`config.mk`:
```
export PLATFORM = sky130hd
export DESIGN_NAME = pot_signal_search_tracker
export DESIGN_NICKNAME = d
export VERILOG_FILES = /design/src/rtl/core/pst_pkg.sv /design/src/rtl/core/pst_step.sv /design/src/rtl/core/pot_signal_search_tracker.sv
export SDC_FILE = /design/constraint.sdc
export NUM_CORES = 1
export LEC_CHECK = 0
export BUFFER_PORTS_ARGS = -buffer_cell sky130_fd_sc_hd__buf_2
export CAP_MARGIN = 20
export CORE_ASPECT_RATIO = 1.75
export CORE_MARGIN = 5
export CORE_UTILIZATION = 35
export CTS_CLUSTER_DIAMETER = 150
export CTS_CLUSTER_SIZE = 12
export DETAILED_ROUTE_END_ITERATION = 8
export SLEW_MARGIN = 40
export SYNTH_ARGS = -nofsm -noshare
export SYNTH_HDL_FRONTEND = slang
export SYNTH_SLANG_ARGS = --single-unit
export TNS_END_PERCENT = 100
```
`constraint.sdc`:
```
create_clock -name clk -period 5.05 [get_ports clk]
set_input_delay 0.2525 -clock clk [delete_from_list [all_inputs] [get_ports clk]]
set_output_delay 0.2525 -clock clk [all_outputs]
set_load 0.02 [all_outputs]
```
`src/rtl/core/pst_pkg.sv`:
```
// Package for the pot signal search tracker.
// Holds register indexes, reset values, stage codes and shared types.
// No dependencies.
`timescale 1ns / 1ps

package pst_pkg;

    // Default full-scale pot level
    localparam int LEVEL_MAX_DEF = 255;

    // Field widths on the ports
    localparam int SAMPLE_W = 16;
    localparam int GAP_W    = 7;
    localparam int COUNT_W  = 10;
    localparam int CENTER_W = 8;
    localparam int LVL_W    = 8;
    localparam int STAGE_W  = 2;
    localparam int CFG_IDX_W = 2;
    localparam int CFG_W    = 16;
    localparam int OUT_W    = 32;

    // Configuration register indexes
    localparam logic [CFG_IDX_W-1:0] REG_TARGET = 2'd0;
    localparam logic [CFG_IDX_W-1:0] REG_GAP    = 2'd1;
    localparam logic [CFG_IDX_W-1:0] REG_LIMIT  = 2'd2;
    localparam logic [CFG_IDX_W-1:0] REG_CENTER = 2'd3;

    // Configuration reset values
    localparam logic [SAMPLE_W-1:0] TARGET_RST = 16'd32768;
    localparam logic [GAP_W-1:0]    GAP_RST    = 7'd8;
    localparam logic [COUNT_W-1:0]  LIMIT_RST  = 10'd400;
    localparam logic [CENTER_W-1:0] CENTER_RST = 8'd128;

    // Request kinds
    localparam logic REQ_START  = 1'b0;
    localparam logic REQ_SAMPLE = 1'b1;

    // Procedure stage codes
    localparam logic [STAGE_W-1:0] STAGE_SEARCH  = 2'd0;
    localparam logic [STAGE_W-1:0] STAGE_CAPTURE = 2'd1;
    localparam logic [STAGE_W-1:0] STAGE_TRACK   = 2'd2;
    localparam logic [STAGE_W-1:0] STAGE_DONE    = 2'd3;

    // Configuration register set
    typedef struct packed {
        logic [SAMPLE_W-1:0] target;
        logic [GAP_W-1:0]    gap;
        logic [COUNT_W-1:0]  limit;
        logic [CENTER_W-1:0] center;
    } cfg_t;

    // Control part of the procedure state
    typedef struct packed {
        logic [STAGE_W-1:0] stage;
        logic               side;
        logic               found;
        logic [COUNT_W-1:0] count;
    } ctrl_t;

endpackage

```
`src/rtl/core/pst_step.sv`:
```
// Next-state logic of the pot signal search tracker for one word.
// Depends on pst_pkg.
`timescale 1ns / 1ps

module pst_step #(
    parameter int LEVEL_MAX = pst_pkg::LEVEL_MAX_DEF,
    parameter int LW        = $clog2(LEVEL_MAX + 1)
) (
    input  pst_pkg::cfg_t                 cfg,
    input  logic                          req_type,
    input  logic [pst_pkg::SAMPLE_W-1:0]  sample,
    input  pst_pkg::ctrl_t                ctrl,
    input  logic [LW-1:0]                 wiper,
    input  logic [LW-1:0]                 win_high,
    input  logic [LW-1:0]                 win_low,
    input  logic [LW-1:0]                 top,
    input  logic [LW-1:0]                 bottom,
    output pst_pkg::ctrl_t                ctrl_next,
    output logic [LW-1:0]                 wiper_next,
    output logic [LW-1:0]                 win_high_next,
    output logic [LW-1:0]                 win_low_next,
    output logic [LW-1:0]                 top_next,
    output logic [LW-1:0]                 bottom_next
);

    import pst_pkg::*;

    // Signed work width: holds level and gap differences with room for a step
    localparam int DW = ((LW > 8) ? LW : 8) + 2;

    typedef logic signed [DW-1:0] sv_t;

    localparam sv_t MAX_S = sv_t'(LEVEL_MAX);

    function automatic sv_t to_s(input logic [LW-1:0] x);
        return $signed(DW'(x));
    endfunction

    function automatic logic [LW-1:0] sat(input sv_t v);
        logic [LW-1:0] r;
        if (v < sv_t'(0))
            r = '0;
        else if (v > MAX_S)
            r = LW'(LEVEL_MAX);
        else
            r = LW'(v);
        return r;
    endfunction

    logic          below;
    logic [LW-1:0] center;
    sv_t           center_s;
    sv_t           gap_s;
    sv_t           gap2_s;
    sv_t           d;
    sv_t           ad;
    sv_t           mag;
    logic [LW:0]   sum;

    // Side of the target and clamped center level
    always_comb
    begin
        below    = sample < cfg.target;
        center_s = $signed(DW'(cfg.center));
        center   = (center_s > MAX_S) ? LW'(LEVEL_MAX) : LW'(cfg.center);
        gap_s    = $signed(DW'(cfg.gap));
        gap2_s   = $signed(DW'({cfg.gap, 1'b0}));
    end

    // Drag step toward center: clamp(|d|/4, 1, 3)
    always_comb
    begin
        d   = to_s(wiper) - to_s(center);
        ad  = (d < sv_t'(0)) ? -d : d;
        if (ad < sv_t'(8))
            mag = sv_t'(1);
        else if (ad < sv_t'(12))
            mag = sv_t'(2);
        else
            mag = sv_t'(3);
    end

    // Update the procedure state for one word
    always_comb
    begin
        ctrl_next     = ctrl;
        wiper_next    = wiper;
        win_high_next = win_high;
        win_low_next  = win_low;
        top_next      = top;
        bottom_next   = bottom;
        sum           = '0;

        if (req_type == REQ_START)
        begin
            top_next        = LW'(LEVEL_MAX);
            bottom_next     = '0;
            wiper_next      = center;
            win_high_next   = LW'(LEVEL_MAX);
            win_low_next    = '0;
            ctrl_next.side  = 1'b0;
            ctrl_next.found = 1'b0;
            ctrl_next.count = '0;
            ctrl_next.stage = (MAX_S > gap2_s) ? STAGE_SEARCH : STAGE_CAPTURE;
        end
        else
        begin
            case (ctrl.stage)
                STAGE_SEARCH:
                begin
                    // Halve the window around the wiper
                    if (below)
                    begin
                        win_low_next = wiper;
                        sum          = (LW + 1)'(wiper) + (LW + 1)'(win_high);
                    end
                    else
                    begin
                        win_high_next = wiper;
                        sum           = (LW + 1)'(wiper) + (LW + 1)'(win_low);
                    end
                    wiper_next = LW'(sum >> 1);
                    if (to_s(win_high_next) - to_s(win_low_next) <= gap2_s)
                        ctrl_next.stage = STAGE_CAPTURE;
                end
                STAGE_CAPTURE:
                begin
                    ctrl_next.side = below;
                    if ((to_s(top) - to_s(bottom) > gap_s) && (ctrl.count < cfg.limit))
                        ctrl_next.stage = STAGE_TRACK;
                    else
                        ctrl_next.stage = STAGE_DONE;
                end
                STAGE_TRACK:
                begin
                    if (!ctrl.found)
                    begin
                        // Step the wiper until the side flips
                        if (below == ctrl.side)
                            wiper_next = sat(below ? to_s(wiper) + sv_t'(1)
                                                   : to_s(wiper) - sv_t'(1));
                        else
                            ctrl_next.found = 1'b1;
                    end
                    else
                    begin
                        // Narrow one edge and drag the wiper toward center
                        if (below)
                            top_next = sat(to_s(top) - sv_t'(1));
                        else
                            bottom_next = sat(to_s(bottom) + sv_t'(1));
                        if (wiper != center)
                            wiper_next = sat((d > sv_t'(0)) ? to_s(wiper) - mag
                                                            : to_s(wiper) + mag);
                    end
                    ctrl_next.count = ctrl.count + 1'b1;
                    if ((to_s(top_next) - to_s(bottom_next) > gap_s)
                        && (ctrl_next.count < cfg.limit))
                        ctrl_next.stage = STAGE_TRACK;
                    else
                        ctrl_next.stage = STAGE_DONE;
                end
                default:
                begin
                    ctrl_next = ctrl;
                end
            endcase
        end
    end

endmodule

```
`src/rtl/core/pot_signal_search_tracker.sv`:
```
// Pot signal search tracker: calibrates top, bottom and middle pot levels from
// a stream of sensor samples. A start word (tuser 0) resets the levels; sample
// words (tuser 1) then run a binary search on the middle wiper, capture the
// initial side of the target, and track until the side flips, narrowing top or
// bottom afterwards until the gap or the iteration limit ends it. Every input
// word gives one output word with the levels and stage after that word. The
// block takes one word per clock cycle while the output is not stalled;
// each word passes an input register and a result register, with the whole
// state update done combinationally between them. Write configuration
// only while idle. Depends on pst_pkg and pst_step.
`timescale 1ns / 1ps

module pot_signal_search_tracker #(
    parameter int LEVEL_MAX = pst_pkg::LEVEL_MAX_DEF
) (
    input  logic                            clk,
    input  logic                            rst_n,
    // Input stream
    input  logic                            s_tvalid,
    output logic                            s_tready,
    input  logic [pst_pkg::SAMPLE_W-1:0]    s_tdata,   // [15:0] sample
    input  logic                            s_tuser,   // [0] req_type
    // Output stream
    output logic                            m_tvalid,
    input  logic                            m_tready,
    // [7:0] top_level, [15:8] bottom_level, [23:16] middle_level,
    // [25:24] stage, [26] signal_found, [31:27] zero
    output logic [pst_pkg::OUT_W-1:0]       m_tdata,
    // Configuration write port
    input  logic                            cfg_we,
    input  logic [pst_pkg::CFG_IDX_W-1:0]   cfg_index,
    input  logic [pst_pkg::CFG_W-1:0]       cfg_data
);

    import pst_pkg::*;

    localparam int LW = $clog2(LEVEL_MAX + 1);

    cfg_t                cfg_reg;
    logic                in_valid_reg;
    logic                in_req_reg;
    logic [SAMPLE_W-1:0] in_sample_reg;
    ctrl_t               ctrl_reg;
    ctrl_t               ctrl_next;
    logic [LW-1:0]       wiper_reg;
    logic [LW-1:0]       wiper_next;
    logic [LW-1:0]       win_high_reg;
    logic [LW-1:0]       win_high_next;
    logic [LW-1:0]       win_low_reg;
    logic [LW-1:0]       win_low_next;
    logic [LW-1:0]       top_reg;
    logic [LW-1:0]       top_next;
    logic [LW-1:0]       bottom_reg;
    logic [LW-1:0]       bottom_next;
    logic                out_valid_reg;
    logic [OUT_W-1:0]    out_data_reg;
    logic [OUT_W-1:0]    out_data_next;
    logic                advance;

    // Move a word to the result register when it is empty or being taken
    assign advance  = in_valid_reg && (!out_valid_reg || m_tready);
    assign s_tready = !in_valid_reg || advance;
    assign m_tvalid = out_valid_reg;
    assign m_tdata  = out_data_reg;

    // Hold configuration registers
    always_ff @(posedge clk or negedge rst_n)
    begin
        if (!rst_n)
        begin
            cfg_reg.target <= TARGET_RST;
            cfg_reg.gap    <= GAP_RST;
            cfg_reg.limit  <= LIMIT_RST;
            cfg_reg.center <= CENTER_RST;
        end
        else if (cfg_we)
        begin
            case (cfg_index)
                REG_TARGET: cfg_reg.target <= cfg_data;
                REG_GAP:    cfg_reg.gap    <= cfg_data[GAP_W-1:0];
                REG_LIMIT:  cfg_reg.limit  <= cfg_data[COUNT_W-1:0];
                REG_CENTER: cfg_reg.center <= cfg_data[CENTER_W-1:0];
                default:    cfg_reg        <= cfg_reg;
            endcase
        end
    end

    // Input register
    always_ff @(posedge clk or negedge rst_n)
    begin
        if (!rst_n)
            in_valid_reg <= 1'b0;
        else if (s_tready)
            in_valid_reg <= s_tvalid;
    end

    always_ff @(posedge clk)
    begin
        if (s_tready && s_tvalid)
        begin
            in_req_reg    <= s_tuser;
            in_sample_reg <= s_tdata;
        end
    end

    pst_step #(
        .LEVEL_MAX (LEVEL_MAX),
        .LW        (LW)
    ) u_step (
        .cfg           (cfg_reg),
        .req_type      (in_req_reg),
        .sample        (in_sample_reg),
        .ctrl          (ctrl_reg),
        .wiper         (wiper_reg),
        .win_high      (win_high_reg),
        .win_low       (win_low_reg),
        .top           (top_reg),
        .bottom        (bottom_reg),
        .ctrl_next     (ctrl_next),
        .wiper_next    (wiper_next),
        .win_high_next (win_high_next),
        .win_low_next  (win_low_next),
        .top_next      (top_next),
        .bottom_next   (bottom_next)
    );

    // Pack the result word
    assign out_data_next = {(OUT_W - 3 * LVL_W - STAGE_W - 1)'(0),
                            ctrl_next.found,
                            ctrl_next.stage,
                            LVL_W'(wiper_next),
                            LVL_W'(bottom_next),
                            LVL_W'(top_next)};

    // Advance procedure state on each word
    always_ff @(posedge clk or negedge rst_n)
    begin
        if (!rst_n)
        begin
            ctrl_reg.stage <= STAGE_DONE;
            ctrl_reg.side  <= 1'b0;
            ctrl_reg.found <= 1'b0;
            ctrl_reg.count <= '0;
            wiper_reg      <= '0;
            win_high_reg   <= LW'(LEVEL_MAX);
            win_low_reg    <= '0;
            top_reg        <= LW'(LEVEL_MAX);
            bottom_reg     <= '0;
        end
        else if (advance)
        begin
            ctrl_reg     <= ctrl_next;
            wiper_reg    <= wiper_next;
            win_high_reg <= win_high_next;
            win_low_reg  <= win_low_next;
            top_reg      <= top_next;
            bottom_reg   <= bottom_next;
        end
    end

    // Result register
    always_ff @(posedge clk or negedge rst_n)
    begin
        if (!rst_n)
            out_valid_reg <= 1'b0;
        else if (advance)
            out_valid_reg <= 1'b1;
        else if (m_tready)
            out_valid_reg <= 1'b0;
    end

    always_ff @(posedge clk)
    begin
        if (advance)
            out_data_reg <= out_data_next;
    end

endmodule

```
==> results of run 1 <==
-- layer usage --
layer  wire, µm  vias to the layer above  track usage [%]
met4       1730                        0             10.5
li1           -                     4452                -
met3        932                       87             2.50
met1      11600                     4280             19.5
met2      15900                      226             33.2
met5          0                        -                0
-- cell families (layout without fill, tap and decap cells) --
kind of cell	Yosys count	after routing
muxes	54	54
DFF	141	141
adders and majority gates	114	114
other	1	5
and+or+nand+nor	332	332
AOI/OAI and AO/OA	333	333
buffers and inverters	141	281
xor gates and xnor gates	34	34
-- area by class of cell --
class | instances | share of cell area [%]
multi-input cells | 872 | 50.5
flip-flops and latches | 141 | 29.9
repair buffers | 157 | 8.47
well taps | 382 | 3.79
clock buffers | 18 | 3.57
inverters | 92 | 2.74
clock inverters | 14 | 0.991
-- power breakdown --
part	internal [mW]	leakage [nW]	switching (mW)
clock	0.675	0.283	0.560
combinational	2.02	3.54	2.62
sequential	1.44	1.58	0.167
-- worst min-delay path, stage by stage --
cell     delay, ps
buf_2           70
nand2_1         40
o21ai_0         60
-- worst paths after layout --
check | startpoint | to | slack [ps] | cells after the start
setup / recovery | wiper_reg[0]$_DFFE_PN0P_ | wiper_reg[4]$_DFFE_PN0P_ | 180 | 26
hold / removal | cfg_data[10] | cfg_reg[35]$_DFFE_PN0P_ | 20 | 3
setup reg to reg | wiper_reg[0]$_DFFE_PN0P_ | wiper_reg[4]$_DFFE_PN0P_ | 180 | 26
hold reg to reg | win_low_reg[1]$_DFFE_PN0P_ | win_low_reg[1]$_DFFE_PN0P_ | 480 | 2
max in group asynchronous | rst_n | top_reg[1]$_DFFE_PN1P_ | 3690 | 3
min in group asynchronous | rst_n | cfg_reg[36]$_DFFE_PN0P_ | 370 | 2
-- stage by stage --
| step | hold WS [ps] | power (mW) | utilization, % |
|---|---|---|---|
| floorplan | -43.1 | 4.58 | - |
| global placement | 404 | 5.81 | 39.2 |
| detailed placement | 410 | 5.86 | 39.2 |
| CTS | 0.0350 | 7.20 | 42.0 |
| global route | 26.5 | 8.08 | 42.8 |
| finish | 17.6 | 7.48 | 42.8 |
-- cells in the mapped netlist, types with 5 or more instances --
master    count
a211oi_1     10
a21boi_0      7
a21o_1       22
a21oi_1      71
a22o_1       10
a22oi_1       6
a31oi_1       9
and2_1       12
and3_1        9
buf_4         5
clkbuf_1     39
dfrtp_1      73
dfstp_2      24
edfxtp_1     44
fa_1          6
ha_1        108
inv_1        92
mux2_2       38
mux2i_1      16
nand2_1     116
nand2b_1     21
nand3_1      26
nand3b_1      9
nand4_1      14
nor2_1       58
nor2b_1      13
nor3_1       20
nor4_1        7
o211ai_1     23
o21a_1       13
o21ai_0      94
o21bai_1      5
o22a_1        8
o22ai_1      13
o31ai_1       5
or3_1         7
xnor2_1      21
xor2_1       13
-- what timing repair did --
item,CTS,global route
resized for setup,7,47
endpoints found under the setup margin,10,17
pin swaps,1,12
hold endpoints to repair,71,0
hold buffers,19,0
setup buffers,3,6
==> summary.md, run 1 <==
| Metric | Value |
|---|---|
| Largest delay share family, worst path | `compound AO/OA/AOI/OAI gates` |
| Worst Setup End Kind | `register` |
| Via count | `approximately 9000` |
| Mux cell area share after synthesis | `under 10%` |
| Initial antenna violation count | `0` |
| Maximum capacitance violations | `0` |
| Initial DRT Pass Iterations | `5` |
| Area of the multi-input gates | `~6400 µm²` |
| Biggest area consumer among synthesized cells | `dfrtp_1` |
| CTS Buf Count | `17` |
| Number of flip-flops in the largest register | `between 40 and 50` |
| ANT cells | `0` |
| Worst Tran Pin Value | `791 ps` |
| Die ar. | `roughly 34000 µm²` |
| Routability Congestion | `slightly above 0.9` |
| Most common cell after layout, fill and taps aside | `nand2_1` |
| Total global routing overflow | `0` |
| DRC | `0` |
| Fraction of registers with async set/reset | `slightly below 70%` |
| Crit start category | `register` |
| Top cell type's share of synthesized area | `17.4%` |
| Tcrit/Tclk final | `about 96%` |
| Post-synthesis xor/xnor area fraction | `2.84%` |
| Post-DR vias/cell | `roughly 5.4` |
| Worst relative slew slack | `a little under half` |
| GRT Util Overall | `between 10% and 20%` |
| Clock Sinks | `between 100 and 150` |
| Status | `finished, final reports clean` |
| Hold Violations, Final | `0` |
| Clock root buffer master | `clkbuf_16` |
| Final setup viols | `0` |
| WP data arrival | `5250 ps` |
| Fin nets | `roughly 1400` |
| Fraction of layout cells with a size suffix above 1 | `a little over a fifth` |
| Final WS setup | `roughly 180 ps` |
| Final Instance Area | `~13000 µm²` |
| Cell area power density | `about 600 nW/µm²` |
| Most frequent CP cell | `inv_1` |
| Setup tns final | `0 ps` |
| CTS tree | `yes` |
| Register area | `3780 µm²` |
| Starting Density | `35.5%` |
| Number of flops mapped to enable cells by yosys | `44` |
| Synth top area cells | `dfrtp_1, ha_1, edfxtp_1` |
| Fillers | `approximately 3000` |
| Pre-CTS setup slack | `-155 ps` |
| Synth Area in Compound Gates | `about a fifth` |
| VDD IR max | `between 0.2 and 0.3 mV` |
| Row count | `83` |
| Unrepaired setup endpoints after global routing | `true` |
| Synth Area in Adders | `between 10% and 20%` |
| Clock latency on the worst-skew pair | `450 ps` |
| Area of the core | `around 29000 µm²` |
| Cells after Synth | `1150` |
| Routed WL per cell | `~18 µm` |
| Critical path peak fanout | `5` |
| First-pass GRT wire length | `between 40000 and 50000 µm` |
| Setup CP Type | `register to register` |
| Antenna viol nets, final | `0` |
| Sequential share of the synthesized area | `a little over a third` |
| WP data required | `5430 ps` |
| Port bufs | `between 60 and 70` |
| Vias in the first global route | `~9200` |
| Clock period minus final worst setup slack | `approximately 5000 ps` |
| Synthesis Warnings | `0` |
| Worst path max stage delay | `380 ps` |
| Max Clock Freq | `0.205 GHz` |
| Synth Flop Type | `dfrtp_1` |
| Cell Area, Placed | `around 12000 µm²` |
| DP Cell Count | `between 1500 and 2000` |
| Total wire length | `a little over 30000 µm` |
| Htree depth | `4` |
| Library cells used by synthesis | `70` |
| Clk buf depth | `2` |
| Final cell count without fillers | `between 1500 and 2000` |
| Cell area after synthesis | `~10000 µm²` |
| Die Ht | `roughly 240 µm` |
| Leak | `5.40 nW` |
| # IOs | `74` |
| Post-Synth Simple-Gate Area | `between 10% and 20%` |
| Clock skew | `~11 ps` |
| Area Overhead vs Synth | `20.5%` |
| Die Width | `approximately 140 µm` |
| Clk pin slew, worst setup/hold paths | `70 ps` |
| Worst Path Buf+Inv | `5` |
| Largest family of logic cells by synthesized area | `compound AO/OA/AOI/OAI gates` |
| Syn_area_per_cell | `9.11 µm²` |
| HPWL after DPL | `about 23000 µm` |
| Most frequent cells in the layout | `nand2_1, ha_1, inv_1` |
| Starting DRC count in detailed routing | `about 420` |
| Pin count of the biggest net entering global routing | `63` |
| Worst min-delay path class | `input pin to register` |
| Final max-slew violation count | `0` |
| #FFs+latches synth | `about 140` |
| Critical-path top delay cell | `dfrtp_1` |
(Power assumes the default switching activity.)
==> inputs of run 2 (changes only) <==
- ABC_AREA: unset -> 1
- BUFFER_PORTS_ARGS: -buffer_cell sky130_fd_sc_hd__buf_2 -> unset
- CELL_PAD_IN_SITES_DETAIL_PLACEMENT: unset -> 0
- CELL_PAD_IN_SITES_GLOBAL_PLACEMENT: unset -> 2
- DONT_BUFFER_PORTS: unset -> 1
- PLACE_DENSITY_LB_ADDON: unset -> 0.1
==> summary.md, run 2 <==
| Metric | Value |
|---|---|
| WP data arrival | `4970 ps (-280 ps)` |
| Vias in the first global route | `9640 (+5.2%)` |
| Die ar. | `34100 µm² (+1.5%)` |
| Max Clock Freq | `0.209 GHz (+1.9%)` |
| Logic gate share of total power | `63.8% (+1.8 points)` |
| Pre-CTS setup slack | `-569 ps (-415 ps)` |
| Initial DRT Pass Iterations | `5 (unchanged)` |
| Worst Setup End Kind | `register` |
| Starting Density | `35.4% (-0.12 points)` |
| Port bufs | `0 (-100%)` |
| Maximum capacitance violations | `0 (unchanged)` |
| Cell area after synthesis | `10600 µm² (+1.6%)` |
| First-pass GRT wire length | `53700 µm (+12%)` |
| Routability Congestion | `0.811 (-11%)` |
| Register area | `3780 µm² (unchanged)` |
| Synthesis Warnings | `0 (unchanged)` |
| Leak | `5.94 nW (+10%)` |
| # IOs | `74 (unchanged)` |
| Sw power | `4.12 mW (+23%)` |
| Worst Tran Pin Value | `814 ps (+23.0 ps)` |
| Cells after Synth | `1381 (+20%)` |
| Setup CP Type | `register to register` |
| R2R Path End | `m_tdata[24]$_DFFE_PP_` |
| Clock latency on the worst-skew pair | `450 ps (about the same)` |
| Clk buf depth | `2 (unchanged)` |
| Area of the core | `30100 µm² (+1.9%)` |
| Most frequent CP cell | `nand2_1` |
| Status | `finished, final reports clean` |
| Antenna viol nets, final | `0 (unchanged)` |
| Unrepaired setup endpoints after global routing | `true` |
| Fraction of layout cells with a size suffix above 1 | `13.5% (-8.3 points)` |
| Routed WL per cell | `18.6 µm (+3.4%)` |
| Synth top area cells | `dfrtp_1, ha_1, edfxtp_1` |
| Clk pin slew, worst setup/hold paths | `70 ps (about the same)` |
| Total global routing overflow | `0 (unchanged)` |
| Critical-path top delay cell | `dfstp_2` |
| Total wire length | `34500 µm (+14%)` |
| Tcrit/Tclk final | `94.6% (-1.8 points)` |
| Via count | `9115 (+0.77%)` |
| Clock Sinks | `141 (unchanged)` |
| Most frequent cells in the layout | `nand2_1, inv_1, o21ai_0` |
| Number of flip-flops in the largest register | `41 (unchanged)` |
| Cell area power density | `662 nW/µm² (+12%)` |
| Final WS setup | `271 ps (+89.1 ps)` |
| Final setup viols | `0 (unchanged)` |
| Critical path peak fanout | `7 (+2)` |
| Fin nets | `1607 (+12%)` |
| R2R depth | `31 (+19%)` |
| Worst min-delay path class | `input pin to register` |
| Syn_area_per_cell | `7.71 µm² (-15%)` |
| Hold depth | `2 (-1)` |
| Setup tns final | `0 ps (unchanged)` |
| Crit start category | `register` |
| Synth Flop Type | `dfrtp_1` |
| Most common cell in the netlist | `nand2_1` |
| Row count | `84 (+1.2%)` |
| Pwr Total | `8.30 mW (+11%)` |
| Sequential share of the synthesized area | `35.5% (-0.56 points)` |
| Final core utilization | `41.7% (-1.1 points)` |
| Fillers | `3198 (+8.3%)` |
| Sw Ratio | `49.7% (+5.0 points)` |
| Library cells used by synthesis | `55 (-21%)` |
| VDD IR max | `0.305 mV (+3.2%)` |
| Clock network fraction of total power | `15.7% (-0.8 points)` |
| HPWL after DPL | `27600 µm (+18%)` |
| GRT Util Overall | `20.8% (+2.8 points)` |
| Clock skew | `11.5 ps (+0.205 ps)` |
| Fraction of registers with async set/reset | `68.8% (unchanged)` |
| Number of flops mapped to enable cells by yosys | `44 (unchanged)` |
| Most common cell after layout, fill and taps aside | `nand2_1` |
| Die Ht | `241 µm (+0.75%)` |
| Area Overhead vs Synth | `17.7%` |
| Die Width | `142 µm (+0.73%)` |
| HP Start | `s_tvalid` |
| WP data required | `5240 ps (-190 ps)` |
| CTS Buf Count | `17 (unchanged)` |
| Biggest area consumer among synthesized cells | `dfrtp_1` |
| Worst path max stage delay | `520 ps (+140 ps)` |
| Clock root buffer master | `clkbuf_16` |
| Pin count of the biggest net entering global routing | `98 (+56%)` |
| Area of the multi-input gates | `5950 µm² (-6.7%)` |
| Final max-slew violation count | `0 (unchanged)` |
| Starting DRC count in detailed routing | `385 (-7.7%)` |
| CTS tree | `yes` |
| ANT cells | `0 (unchanged)` |
| Post-DR vias/cell | `4.92 (-8.9%)` |
| R2r setup slk | `270 ps (+90 ps)` |
| Top cell type's share of synthesized area | `17.2% (-0.27 points)` |
| DRC | `0 (unchanged)` |
| Hold Violations, Final | `0 (unchanged)` |
| Hold path endpoint | `in_valid_reg$_DFFE_PN0N_` |
| Clock period minus final worst setup slack | `4780 ps (-89.1 ps)` |
| RR Startpoint | `cfg_reg[40]$_DFFE_PN1P_` |
| #FFs+latches synth | `141 (unchanged)` |
| Synth cell count leaders | `nand2_1, inv_1, o21ai_0` |
| Worst relative slew slack | `45.6% (-1.3 points)` |
| Initial antenna violation count | `0 (unchanged)` |
| Part of the power in registers | `20.4% (-1.1 points)` |
| Htree depth | `4 (unchanged)` |
| Internal | `4.17 mW (+0.89%)` |
[run 2: final cells by class]
class | count | area share [%]
multi-input cells | 954 | 47.5
flip-flops and latches | 141 | 30.2
inverters | 251 | 7.54
repair buffers | 88 | 6.16
well taps | 387 | 3.87
clock buffers | 18 | 3.43
clock inverters | 14 | 1.34
[run 2: repair_timing]
item                       4_1_cts  5_1_grt
buffers inserted                 8       10
hold endpoints to repair       124        0
pin swaps                       10       17
setup endpoints to repair        2       18
gates resized for setup         13       43
hold buffers                    28        0
gates cloned                     0        0
[run 2: cells by family (layout without fill, tap and decap cells)]
group / Yosys count / count (layout) / share of synthesized area, %
and+or+nand+nor: 499 / 499 / 20.7
adders and majority gates: 114 / 114 / 13.8
DFF: 141 / 141 / 35.5
xor gates and xnor gates: 43 / 43 / 3.68
other: 1 / 5 / 0.0352
buffers and inverters: 290 / 371 / 10.6
AOI/OAI and AO/OA: 293 / 293 / 15.7
[run 2: how the worst max path moves through the flow]
| stage | start | endpoint | slack, ps | cells past startpoint |
|---|---|---|---|---|
| floorplan | wiper_reg[0]$_DFFE_PN0P_ | m_tdata[23]$_DFFE_PP_ | 650 | 30 |
| global placement | cfg_reg[40]$_DFFE_PN1P_ | ctrl_reg[12]$_DFFE_PN1P_ | -590 | 27 |
| detailed placement | cfg_reg[40]$_DFFE_PN1P_ | ctrl_reg[12]$_DFFE_PN1P_ | -570 | 27 |
| CTS | cfg_reg[40]$_DFFE_PN1P_ | m_tdata[24]$_DFFE_PP_ | 0.9 | 31 |
| global route | cfg_reg[30]$_DFFE_PN0P_ | m_tdata[24]$_DFFE_PP_ | -70 | 32 |
| finish | cfg_reg[40]$_DFFE_PN1P_ | m_tdata[24]$_DFFE_PP_ | 270 | 31 |
[run 2: per-layer routing]
metal	routed length, µm	track usage, %	vias to the layer above
met3	771	3.11	45
met5	0	0	-
li1	-	-	4681
met4	1160	8.06	0
met1	12800	21.2	4261
met2	19800	41.8	128
[run 2: per-stage QoR]
stage                     instances  hold WS, ps  cell area, µm²
after global routing           1853         30.2           12500
after CTS                      1843         13.7           12300
final                          1853         17.7           12500
after detailed placement       1775        -39.8           11300
after floorplan                1385        -43.1           10700
after global placement         1775        -39.8           11300
[run 2: worst max-delay path: cells and delay by family (launching register included)]
kind / cells / cell delay [ps]
AO/OA/AOI/OAI: 6 / 820
XOR/XNOR: 1 / 240
adder cells (fa/ha/maj): 4 / 1110
buffers and inverters: 6 / 470
flip-flops: 1 / 520
AND/OR/NAND/NOR: 14 / 1350
[run 2: power by group through the flow]
stage | sequential [mW] | clock (mW) | combinational (mW)
2_1_floorplan | 1.67 | 0 | 3.54
3_3_place_gp | 1.72 | 0 | 5.10
3_5_place_dp | 1.72 | 0 | 5.09
4_1_cts | 1.70 | 1.34 | 5.24
5_1_grt | 1.72 | 1.40 | 6.05
6_report | 1.69 | 1.31 | 5.30
==> inputs of run 3 (changes only) <==
- CORE_MARGIN: 5 -> unset
==> summary.md, run 3 (same netlist as run 2, synthesis figures left out) <==
| Metric | Value |
|---|---|
| Hold Violations, Final | `0 (unchanged)` |
| Fraction of layout cells with a size suffix above 1 | `13.3% (-0.20 points)` |
| GRT Util Overall | `23.0% (+2.2 points)` |
| Clock latency on the worst-skew pair | `450 ps (about the same)` |
| Die ar. | `31100 µm² (-8.8%)` |
| Fin nets | `1607 (unchanged)` |
| Total global routing overflow | `0 (unchanged)` |
| Final max-slew violation count | `0 (unchanged)` |
| Critical-path top delay cell | `dfstp_2` |
| ANT cells | `0 (unchanged)` |
| Most common cell after layout, fill and taps aside | `nand2_1` |
| Number of flip-flops in the largest register | `41 (unchanged)` |
| Worst path max stage delay | `520 ps (about the same)` |
| Port bufs | `0 (unchanged)` |
| Final WS setup | `259 ps (-12.0 ps)` |
| Worst relative slew slack | `52.9% (+7.3 points)` |
| Area Overhead vs Synth | `18.4%` |
| Die Ht | `233 µm (-3.3%)` |
| Clock root buffer master | `clkbuf_16` |
| Starting DRC count in detailed routing | `344 (-11%)` |
| Failing checks | `design-rule violations` |
| Antenna viol nets, final | `0 (unchanged)` |
| Worst Setup End Kind | `register` |
| CTS tree | `yes` |
| Via count | `9340 (+2.5%)` |
| Htree depth | `4 (unchanged)` |
| Routability Congestion | `0.856 (+5.6%)` |
| Setup tns final | `0 ps (unchanged)` |
| Post-DR vias/cell | `5.04 (+2.5%)` |
| Worst min-delay path class | `input pin to register` |
| Total wire length | `34400 µm (-0.48%)` |
| Status | `complete, but fails checks` |
| Clock skew | `14.3 ps (+2.83 ps)` |
| Pin count of the biggest net entering global routing | `98 (unchanged)` |
| Hold slack | `62.6 ps (+44.9 ps)` |
| Row count | `84 (unchanged)` |
| Pwr Total | `8.48 mW (+2.2%)` |
| HPWL after DPL | `27300 µm (-1.2%)` |
| Clk pin slew, worst setup/hold paths | `80 ps (about the same)` |
| Maximum capacitance violations | `0 (unchanged)` |
| Die Width | `134 µm (-5.6%)` |
| Starting Density | `35.5% (+0.12 points)` |
| DRC | `1 (+1)` |
| Most frequent cells in the layout | `nand2_1, inv_1, o21ai_0` |
| Vias in the first global route | `9597 (-0.45%)` |
| Cell Area, Placed | `11300 µm² (+0.16%)` |
| Initial antenna violation count | `0 (unchanged)` |
| Setup CP Type | `register to register` |
| Tcrit/Tclk final | `94.9% (+0.24 points)` |
| Clock Sinks | `141 (unchanged)` |
| Crit start category | `register` |
| Clk buf depth | `2 (unchanged)` |
| Fillers | `3212 (+0.44%)` |
| Final Instance Area | `12600 µm² (+0.59%)` |
| Critical path peak fanout | `8 (+1)` |
| Clock period minus final worst setup slack | `4790 ps (+12.0 ps)` |
| WP data required | `5260 ps (+20 ps)` |
| Worst Tran Pin Value | `706 ps (-108 ps)` |
| WP data arrival | `5000 ps (+30 ps)` |
| Cell area power density | `673 nW/µm² (+1.6%)` |
| VDD IR max | `0.358 mV (+17%)` |
| Unrepaired setup endpoints after global routing | `true` |
| Routed WL per cell | `18.5 µm (-0.48%)` |
| Pre-CTS setup slack | `-367 ps (+203 ps)` |
| Worst Path Buf+Inv | `7 (+1)` |
| Area of the core | `30000 µm² (-0.35%)` |
| Final setup viols | `0 (unchanged)` |
| Initial DRT Pass Iterations | `7 (+2)` |
| # IOs | `74 (unchanged)` |
| Largest delay share family, worst path | `simple AND/OR/NAND/NOR gates` |
| CTS Buf Count | `17 (unchanged)` |
| Max Clock Freq | `0.209 GHz (-0.25%)` |
| First-pass GRT wire length | `52900 µm (-1.5%)` |
| Leak | `5.98 nW (+0.62%)` |
==> run 3: cell types whose count changed in the layout (fill, tap and decap cells not counted), sizes merged <==
| cell | delta |
|---|---|
| buf | -1 |
| bufinv | +1 |
| clkbuf | -1 |
| clkinvlp | -1 |
| dlygate4sd3 | +1 |
| inv | +1 |
==> run 3: power breakdown <==
part	internal [mW]	leakage, nW	switching [mW]
sequential	1.48	1.59	0.213
combinational	2.03	4.07	3.37
clock	0.764	0.311	0.613
==> run 3: worst paths after layout <==
kind,end,slack [ps],from,cells after the start
max,m_tdata[24]$_DFFE_PP_,260,cfg_reg[40]$_DFFE_PN1P_,30
min in group asynchronous,cfg_reg[36]$_DFFE_PN0P_,380,rst_n,2
max reg2reg,m_tdata[24]$_DFFE_PP_,260,cfg_reg[40]$_DFFE_PN1P_,30
max in group asynchronous,top_reg[3]$_DFFE_PN1P_,4220,rst_n,2
min,cfg_reg[13]$_DFFE_PN0P_,60,cfg_data[5],2
min reg2reg,cfg_reg[22]$_DFFE_PN0P_,490,cfg_reg[22]$_DFFE_PN0P_,2
==> run 3: area by class of cell <==
| class | count | area (µm²) | share of cell area [%] |
|---|---|---|---|
| Inverter | 251 | 947 | 7.52 |
| Clock inverter | 15 | 209 | 1.66 |
| Sequential cell | 141 | 3780 | 30.0 |
| Tap cell | 387 | 484 | 3.84 |
| Multi-Input combinational cell | 954 | 5960 | 47.3 |
| Timing Repair Buffer | 88 | 791 | 6.28 |
| Clock buffer | 17 | 425 | 3.38 |
==> run 3: layer usage <==
layer	up-vias	global-route usage [%]	wire [µm]
met2	145	45.7	19600
met1	4470	23.1	12800
met5	-	0	0
met4	0	9.41	1090
li1	4676	-	-
met3	49	3.81	799
==> run 3: timing repair <==
action / 4_1_cts / 5_1_grt
resized for setup: 16 / 38
pin swaps: 8 / 20
endpoints found under the setup margin: 2 / 3
hold endpoints to repair: 126 / 0
hold buffers: 29 / 0
buffers inserted: 7 / 9
==> run 3: per-stage QoR <==
| step | instances | utilization [%] |
|---|---|---|
| CTS | 1844 | 41.3 |
| detailed placement | 1776 | 37.7 |
| global placement | 1776 | 37.7 |
| global route | 1853 | 42.1 |
| floorplan | 1385 | - |
| finish | 1853 | 42.1 |
